**src/hw/rtl/blxyz_pkg.sv**
```systemverilog
// Shared constants for the block-linear offset to xyz unit.
// No dependencies.
package blxyz_pkg;
   localparam int COORD_W  = 17;   // coordinate and divisor width
   localparam int NUM_W    = 23;   // block index width (32-bit offset over 512-byte groups)
   localparam int GROUP_W  = 15;   // group index inside a block
   localparam int LOG_W    = 3;
   localparam int OFS_W    = 32;
   localparam int GROUP_LOG = 9;   // 512-byte groups
   localparam int CSR_IDX_W = 3;

   localparam logic [LOG_W-1:0] MAX_BLOCK_LOG = 3'd5;
   localparam logic [LOG_W-1:0] MAX_PIXEL_LOG = 3'd4;

   localparam logic [CSR_IDX_W-1:0] REG_WIDTH  = 3'd0;
   localparam logic [CSR_IDX_W-1:0] REG_HEIGHT = 3'd1;
   localparam logic [CSR_IDX_W-1:0] REG_DEPTH  = 3'd2;
   localparam logic [CSR_IDX_W-1:0] REG_LBW    = 3'd3;
   localparam logic [CSR_IDX_W-1:0] REG_LBH    = 3'd4;
   localparam logic [CSR_IDX_W-1:0] REG_LBD    = 3'd5;
   localparam logic [CSR_IDX_W-1:0] REG_LBPP   = 3'd6;
endpackage

```
**src/hw/rtl/blxyz_div_cell.sv**
```systemverilog
// One restoring-division cell: one quotient bit per cell, registered.
// Depends on blxyz_pkg.
module blxyz_div_cell #(
   parameter int SIDE_W = 1
) (
   input  logic                          clock,
   input  logic                          reset,
   input  logic                          in_vld,
   input  logic [blxyz_pkg::COORD_W-1:0] in_rem,
   input  logic [blxyz_pkg::NUM_W-1:0]   in_num,
   input  logic [SIDE_W-1:0]             in_side,
   input  logic [blxyz_pkg::COORD_W-1:0] divisor,
   output logic                          out_vld,
   output logic [blxyz_pkg::COORD_W-1:0] out_rem,
   output logic [blxyz_pkg::NUM_W-1:0]   out_num,
   output logic [SIDE_W-1:0]             out_side
);
   logic                          vld_ff;
   logic [blxyz_pkg::COORD_W-1:0] rem_ff, rem_in;
   logic [blxyz_pkg::NUM_W-1:0]   num_ff, num_in;
   logic [SIDE_W-1:0]             side_ff;
   logic [blxyz_pkg::COORD_W:0]   trial, diff;
   logic                          ge;

   always_comb begin
      trial  = {in_rem, in_num[blxyz_pkg::NUM_W-1]};
      diff   = trial - {1'b0, divisor};
      ge     = trial >= {1'b0, divisor};
      rem_in = ge ? diff[blxyz_pkg::COORD_W-1:0] : trial[blxyz_pkg::COORD_W-1:0];
      num_in = {in_num[blxyz_pkg::NUM_W-2:0], ge};
   end

   always_ff @(posedge clock) begin
      if (reset) begin
         vld_ff <= 1'b0;
      end else begin
         vld_ff <= in_vld;
      end
      rem_ff  <= rem_in;
      num_ff  <= num_in;
      side_ff <= in_side;
   end

   assign out_vld  = vld_ff;
   assign out_rem  = rem_ff;
   assign out_num  = num_ff;
   assign out_side = side_ff;
endmodule

```
**src/hw/rtl/blxyz_divider.sv**
```systemverilog
// Pipelined divider: a chain of NUM_W division cells, side data rides along.
// Depends on blxyz_pkg and blxyz_div_cell.
module blxyz_divider #(
   parameter int SIDE_W = 1
) (
   input  logic                          clock,
   input  logic                          reset,
   input  logic                          in_vld,
   input  logic [blxyz_pkg::NUM_W-1:0]   in_num,
   input  logic [SIDE_W-1:0]             in_side,
   input  logic [blxyz_pkg::COORD_W-1:0] divisor,
   output logic                          out_vld,
   output logic [blxyz_pkg::NUM_W-1:0]   out_quot,
   output logic [blxyz_pkg::COORD_W-1:0] out_rem,
   output logic [SIDE_W-1:0]             out_side
);
   logic                          vld  [0:blxyz_pkg::NUM_W];
   logic [blxyz_pkg::COORD_W-1:0] rem  [0:blxyz_pkg::NUM_W];
   logic [blxyz_pkg::NUM_W-1:0]   num  [0:blxyz_pkg::NUM_W];
   logic [SIDE_W-1:0]             side [0:blxyz_pkg::NUM_W];

   assign vld[0]  = in_vld;
   assign rem[0]  = '0;
   assign num[0]  = in_num;
   assign side[0] = in_side;

   for (genvar i = 0; i < blxyz_pkg::NUM_W; i++) begin : g_cell
      blxyz_div_cell #(.SIDE_W(SIDE_W)) u_cell (
         .clock   (clock),
         .reset   (reset),
         .in_vld  (vld[i]),
         .in_rem  (rem[i]),
         .in_num  (num[i]),
         .in_side (side[i]),
         .divisor (divisor),
         .out_vld (vld[i+1]),
         .out_rem (rem[i+1]),
         .out_num (num[i+1]),
         .out_side(side[i+1])
      );
   end

   assign out_vld  = vld[blxyz_pkg::NUM_W];
   assign out_quot = num[blxyz_pkg::NUM_W];
   assign out_rem  = rem[blxyz_pkg::NUM_W];
   assign out_side = side[blxyz_pkg::NUM_W];
endmodule

```
**config.mk**
```make
export PLATFORM = sky130hd
export DESIGN_NAME = blxyz_divider
export DESIGN_NICKNAME = d
export VERILOG_FILES = /design/src/hw/rtl/blxyz_pkg.sv /design/src/hw/rtl/blxyz_div_cell.sv /design/src/hw/rtl/blxyz_divider.sv
export SDC_FILE = /design/constraint.sdc
export NUM_CORES = 2
export LEC_CHECK = 0
export ABC_AREA = 0
export BUFFER_PORTS_ARGS = -buffer_cell sky130_fd_sc_hd__buf_2
export CAP_MARGIN = 20
export CORE_MARGIN = 5
export CORE_UTILIZATION = 45
export DETAILED_ROUTE_END_ITERATION = 7
export REMOVE_ABC_BUFFERS = 1
export SYNTH_ARGS = -nofsm -noshare
export SYNTH_HDL_FRONTEND = slang
export SYNTH_SLANG_ARGS = --single-unit
```
**constraint.sdc**
```tcl
create_clock -name clock -period 12.7 [get_ports clock]
set_input_delay 2.54 -clock clock [delete_from_list [all_inputs] [get_ports clock]]
set_output_delay 2.54 -clock clock [all_outputs]
set_load 0.03 [all_outputs]
```
# --- After elaboration in Yosys (flattened, before gate mapping) ---
# Cells that the tools add are included.
word_totals:
  input_bits: 44
  ff_bits: 966
  wordCells: 162
  out_inout_bits: 42
op_classes:
  mux: 23
  n_lt_le_gt_ge: 23
  add_sub_neg: 23
ops:
  columns: ["op", "n"]
  rows:
  - [">= comparator 18 x 17 -> 1 bit", 22]
  - ["two-way mux 17 bit", 22]
  - ["subtractor 17 bit", 22]
  - [">= comparator 1 x 17 -> 1 bit", 1]
  - ["subtractor 1 x 17 -> 17 bit", 1]
  - ["two-way mux 1 bit", 1]

# --- Logic depth before layout (Yosys ltp) ---
depth:
  ltp_word: 2
  depth_mapped: 13
  mapped_depth_nobuf: 12

# --- By module ---
# A second synthesis with hierarchy kept.
unflattened:
  cells_unflattened: 4499
  hier_area_um2: 46562.2
by_module_without_submodules:
  columns: ["mod", "cells_per_inst", "n_inst", "area_per_inst_um2", "seq_area_each_um2"]
  rows:
  - ["blxyz_div_cell at g_cell[0].u_cell ...", 195, 22, 2029.4, 840.8]
  - ["blxyz_div_cell at g_cell[19].u_cell", 208, 1, 1910.6, 840.8]
  - ["blxyz_divider", 1, 1, 3.8, 0.0]

# --- Least setup slack after synthesis ---
# No wires, ideal clock.
synth_path:
  path_type: "input port to flip-flop"
  start: "input port divisor[1] (netlist bit)"
  end: "register g_cell[4].u_cell.rem_ff (netlist bit g_cell[4].u_cell.out_rem[13])"
  path_slack_ns: 6.562
  n_path_buf: 0
  t_required_ns: 12.578
  t_arrival_ns: 6.016
  setup_ns: 0.122
  path_stages: 9
  cell_sequence: "inv_1 -> ha_1 -> nor2b_1 -> o21ai_2 -> a21boi_0 -> or4_1 -> a2111o_1 -> nor4b_1 -> o32a_1"
synth_via:
  elab_chain_cells: 2
  word_cells_on_any_way: 3
  classes_between: "add/sub: 1; order compare: 1; mux: 1"
synth_rtl:
  columns: ["item", "line_no", "source"]
  rows:
  - ["start: declaration", "blxyz_divider.sv:11", "input logic [blxyz_pkg::COORD_W-1:0] divisor,"]
  - ["subtractor 17 bit / >= comparator 18 x 17 -> 1 bit (equally long branches)", "blxyz_div_cell.sv:27, blxyz_div_cell.sv:28", null]
  - ["two-way mux 17 bit (*)", "blxyz_div_cell.sv:29", "rem_in = ge ? diff[blxyz_pkg::COORD_W-1:0] : trial[blxyz_pkg::COORD_W-1:0];"]
  - ["via g_cell[4].u_cell.rem_in, one bit", "blxyz_div_cell.sv:19", "logic [blxyz_pkg::COORD_W-1:0] rem_ff, rem_in;"]
  - ["end signal: assignment", "blxyz_div_cell.sv:39", "rem_ff <= rem_in;"]
  - ["end: declaration", "blxyz_div_cell.sv:19", null]
# The timed path passes the listed nets; every way through them passes the cells marked *.
# A chain may end at the register's enable or synchronous reset.

# --- Final worst setup path ---
layout_path:
  start: "input port divisor[0] (netlist bit)"
  end: "register g_cell[6].u_cell.rem_ff (netlist bit g_cell[6].u_cell.out_rem[3])"
layout_via:
  elab_chain_cells: 2
  word_cells_on_any_way: 3
  classes_between: "add/sub: 1; order compare: 1; mux: 1"
layout_rtl:
  columns: ["item", "line_no", "source"]
  rows:
  - [">= comparator 18 x 17 -> 1 bit", "blxyz_div_cell.sv:28", "ge = trial >= {1'b0, divisor};"]
  - ["via g_cell[6].u_cell.ge", "blxyz_div_cell.sv:23", "logic ge;"]
  - ["two-way mux 17 bit", "blxyz_div_cell.sv:29", null]
  - ["via g_cell[6].u_cell.rem_in, one bit", "blxyz_div_cell.sv:19", null]
  - ["end signal: assignment", "blxyz_div_cell.sv:39", null]
  - ["end: declaration", "blxyz_div_cell.sv:19", null]
# The timed path passes the listed nets, and every way through them passes these cells.

==> summary.txt <==
Status
  • Run status: completed

Routing
  • Post-DRT Antenna Nets: 0
  • DRC viols: 0
  • DR WL/cell: 16.00 um
  • Initial drt markers: 1909
  • Total number of vias: 30.07k
  • DRT Wirelength: 90840 um
  • Via/cell ratio: 5.297
  • Total iterations of the first detailed-routing run: 5

CTS
  • Clock sink total: 966
  • Postcts setup bufs: 0
  • Clk pin slew, worst setup/hold paths: 60 ps
  • H-tree Lvls: 3
  • Insertion delay to the later sink of the worst-skew pair: 660 ps
  • Clock buffer count from CTS: 100
  • Post-CTS Resized: 0
  • Hold Buf Count CTS: 0
  • Clock buffer depth: 3
  • CTS tree: built
  • Root buffer cell: clkbuf_16

Pwr
  • Int Pwr: 7.032 mW
  • Clock power share: 28.4%
  • PD cells: 225.8 nW/um2
  • Combinational share of power: 35.4%
  • Sw Ratio: 33.98%
  • Peak VDD IR: 0.1302 mV
  • Flop pwr share: 36.2%
  • LEAKAGE: 20.74 nW
  • Switch Pwr: 3.619 mW

Floorplanning
  • Placeable Area: 91940 um2
  • Die X: 314.6 um
  • Full die area: 98990 um2
  • Starting density of the core: 45.42%
  • IO Pins: 86
  • Die Y: 314.6 um
  • Cell row count: 111

Global route
  • Grt total ovfl: 0
  • Vias in the first global route: 29.17k
  • Global Route Usage Sum: 18.05%
  • First-pass GRT wire length: 147500 um
  • Initial antenna violation count: 1
  • Pin count of the biggest net entering global routing: 46

Logic synthesis
  • Top cell type's share of synthesized area: 46.31%
  • Number of flops mapped to enable cells by yosys: 0
  • Syn. warnings: 0
  • Seq/Total Area, Yosys: 46.31%
  • Area contributors post-synth: dfxtp_1 46%, ha_1 11%, a21oi_1 4.1%
  • Main synth FF type: dfxtp_1
  • Synth unique cells: 92
  • Ys async rst share: 0%
  • Syn avg cell area: 9.898 um2
  • Syn Inst Count: 4219
  • Synthesized area: 41760 um2
  • Largest area contributor in the netlist: dfxtp_1
  • Yosys reg bits: 966

STA
  • Clock period minus worst slack: 5656 ps
  • Final Hold Fails: 0
  • RSZ-0062 raised after global routing: false
  • Setup TNS: 0 ps
  • Worst slew margin relative to its limit: 36.52%
  • Final setup violation count: 0
  • Max Slew Vio Count: 0
  • Layout Skew: 20.01 ps
  • Pin slew with the least headroom to its limit: 952.1 ps
  • Fmax: 176.8 MHz
  • Final Cycle Share: 44.54%

Setup path
  • Path depth of the worst reg2reg path: 11
  • Worst EP required: 13250 ps
  • CP startpoint: divisor[0]
  • Flop2flop setup slack: 9370 ps
  • Reg2reg start: g_cell[5].u_cell.out_num[22]
  • Crit Path Class: in -> reg
  • R2R Path End: g_cell[6].u_cell.out_rem[3]
  • CP arrival: 6210 ps
  • Critical path capture point type: flip-flop
  • Worst-path fanout max: 30
  • Startpoint types: input port

Hold path
  • Hold Path Class: reg -> reg
  • End of the worst hold path: g_cell[16].u_cell.out_num[9]
  • Hold Path Origin: g_cell[15].u_cell.out_num[8]
  • Hold Path Depth: 0

Final layout
  • Layout fillers: 8562
  • Synth-to-Final Area Change: 12.93%
  • Post-route insts no fill: 5677
  • # nets final: 4794
  • Final core utilization: 51.29%
  • Most frequent cells in the layout: 966 x dfxtp_1, 376 x ha_1, 336 x a21oi_1
  • Ratio of cells with drive above 1 in the final layout: 10.31%
  • Commonest non-fill, non-tap cell in the layout: dfxtp_1
  • Antenna Cells: 0

Placement
  • I/O Buffers: 85
  • Detail Placement HPWL: 62000 um
  • RePlAce Congestion: 0.8643
  • Placed cells: 5491

Job
  • Max cap viols: 0
-- power groups by stage --
| stage | Clock [mW] | Sequential (mW) | Combinational, mW |
|---|---|---|---|
| after global placement | 0 | 3.93 | 3.70 |
| after detailed placement | 0 | 3.93 | 3.72 |
| after global routing | 3.26 | 3.91 | 4.26 |
| after floorplan | 0 | 3.89 | 2.89 |
| after CTS | 3.12 | 3.87 | 3.75 |
| final | 3.02 | 3.86 | 3.77 |
-- metrics by stage --
step                cell area [um2]  worst slack, ps  power [mW]  hold slack [ps]
global route                  47160             6737       11.42            324.8
CTS                           47120             6838       10.74            322.4
global placement              43630             6188       7.629            309.7
detailed placement            43630             6125       7.653            312.1
floorplan                     41410             5611       6.789            309.6
finish                        47160             7044       10.65            319.5
-- worst max path at each step --
stage,cells after the start,end,slack [ps]
2_1_floorplan,8,g_cell[20].u_cell.out_rem[15],5610
3_3_place_gp,10,g_cell[12].u_cell.out_rem[1],6190
3_5_place_dp,10,g_cell[12].u_cell.out_rem[5],6130
4_1_cts,10,g_cell[12].u_cell.out_rem[8],6840
5_1_grt,12,g_cell[14].u_cell.out_rem[13],6740
6_report,11,g_cell[6].u_cell.out_rem[3],7040
-- cell usage after synthesis, types with 61 or more instances --
master    instances
a21o_1          125
a21oi_1         338
clkbuf_1         61
dfxtp_1         966
ha_1            376
inv_1           167
mux2_2          110
nand2_1         325
nand3_1          65
nor2_1          255
nor3_1           70
o21a_1           71
o21ai_0         319
xnor2_1         149
xor2_1          105
-- layout make-up --
class,count,area (um2),share of cell area [%]
Timing Repair Buffer,111,648.1,1.374
Multi-Input combinational cell,3005,21500,45.60
Clock buffer,134,2853,6.049
Inverter,168,630.6,1.337
Sequential cell,966,19340,41.01
Clock inverter,50,628.1,1.332
Tap cell,1243,1555,3.298
-- layer usage --
| layer | wire, um | GRT usage (%) | vias up |
|---|---|---|---|
| met5 | 0 | 0 | - |
| met4 | 2848 | 5.649 | 0 |
| met3 | 3738 | 2.877 | 189 |
| met2 | 43710 | 31.60 | 544 |
| met1 | 40540 | 22.90 | 13890 |
| li1 | - | - | 15450 |
-- cells by family (layout without fill, tap and decap cells) --
kind of cell	Yosys count	count (layout)	synth area share [%]
xor+xnor	254	254	5.327
mux	147	147	4.024
compound gates	1215	1215	18.56
buf+inv	248	463	2.340
fa+ha+maj	398	398	12.32
simple gates	991	991	11.12
flops	966	966	46.31
-- state kept, by name, summed over array words and instances (netlist names) --
register	cells
g_cell.u_cell.out_vld	23
g_cell.u_cell.out_rem	391
g_cell.u_cell.out_num	529
g_cell.u_cell.out_side	23
-- critical path, cell delays in order --
cell and delay (ps):
buf_2 630, ha_1 290, inv_1 60, fa_1 420
a211oi_1 300, o21ai_0 150, a21oi_1 310, a2111o_1 190
and2_1 730, inv_1 210, mux2_2 320
Note: power is estimated with default switching activity, not from simulation.
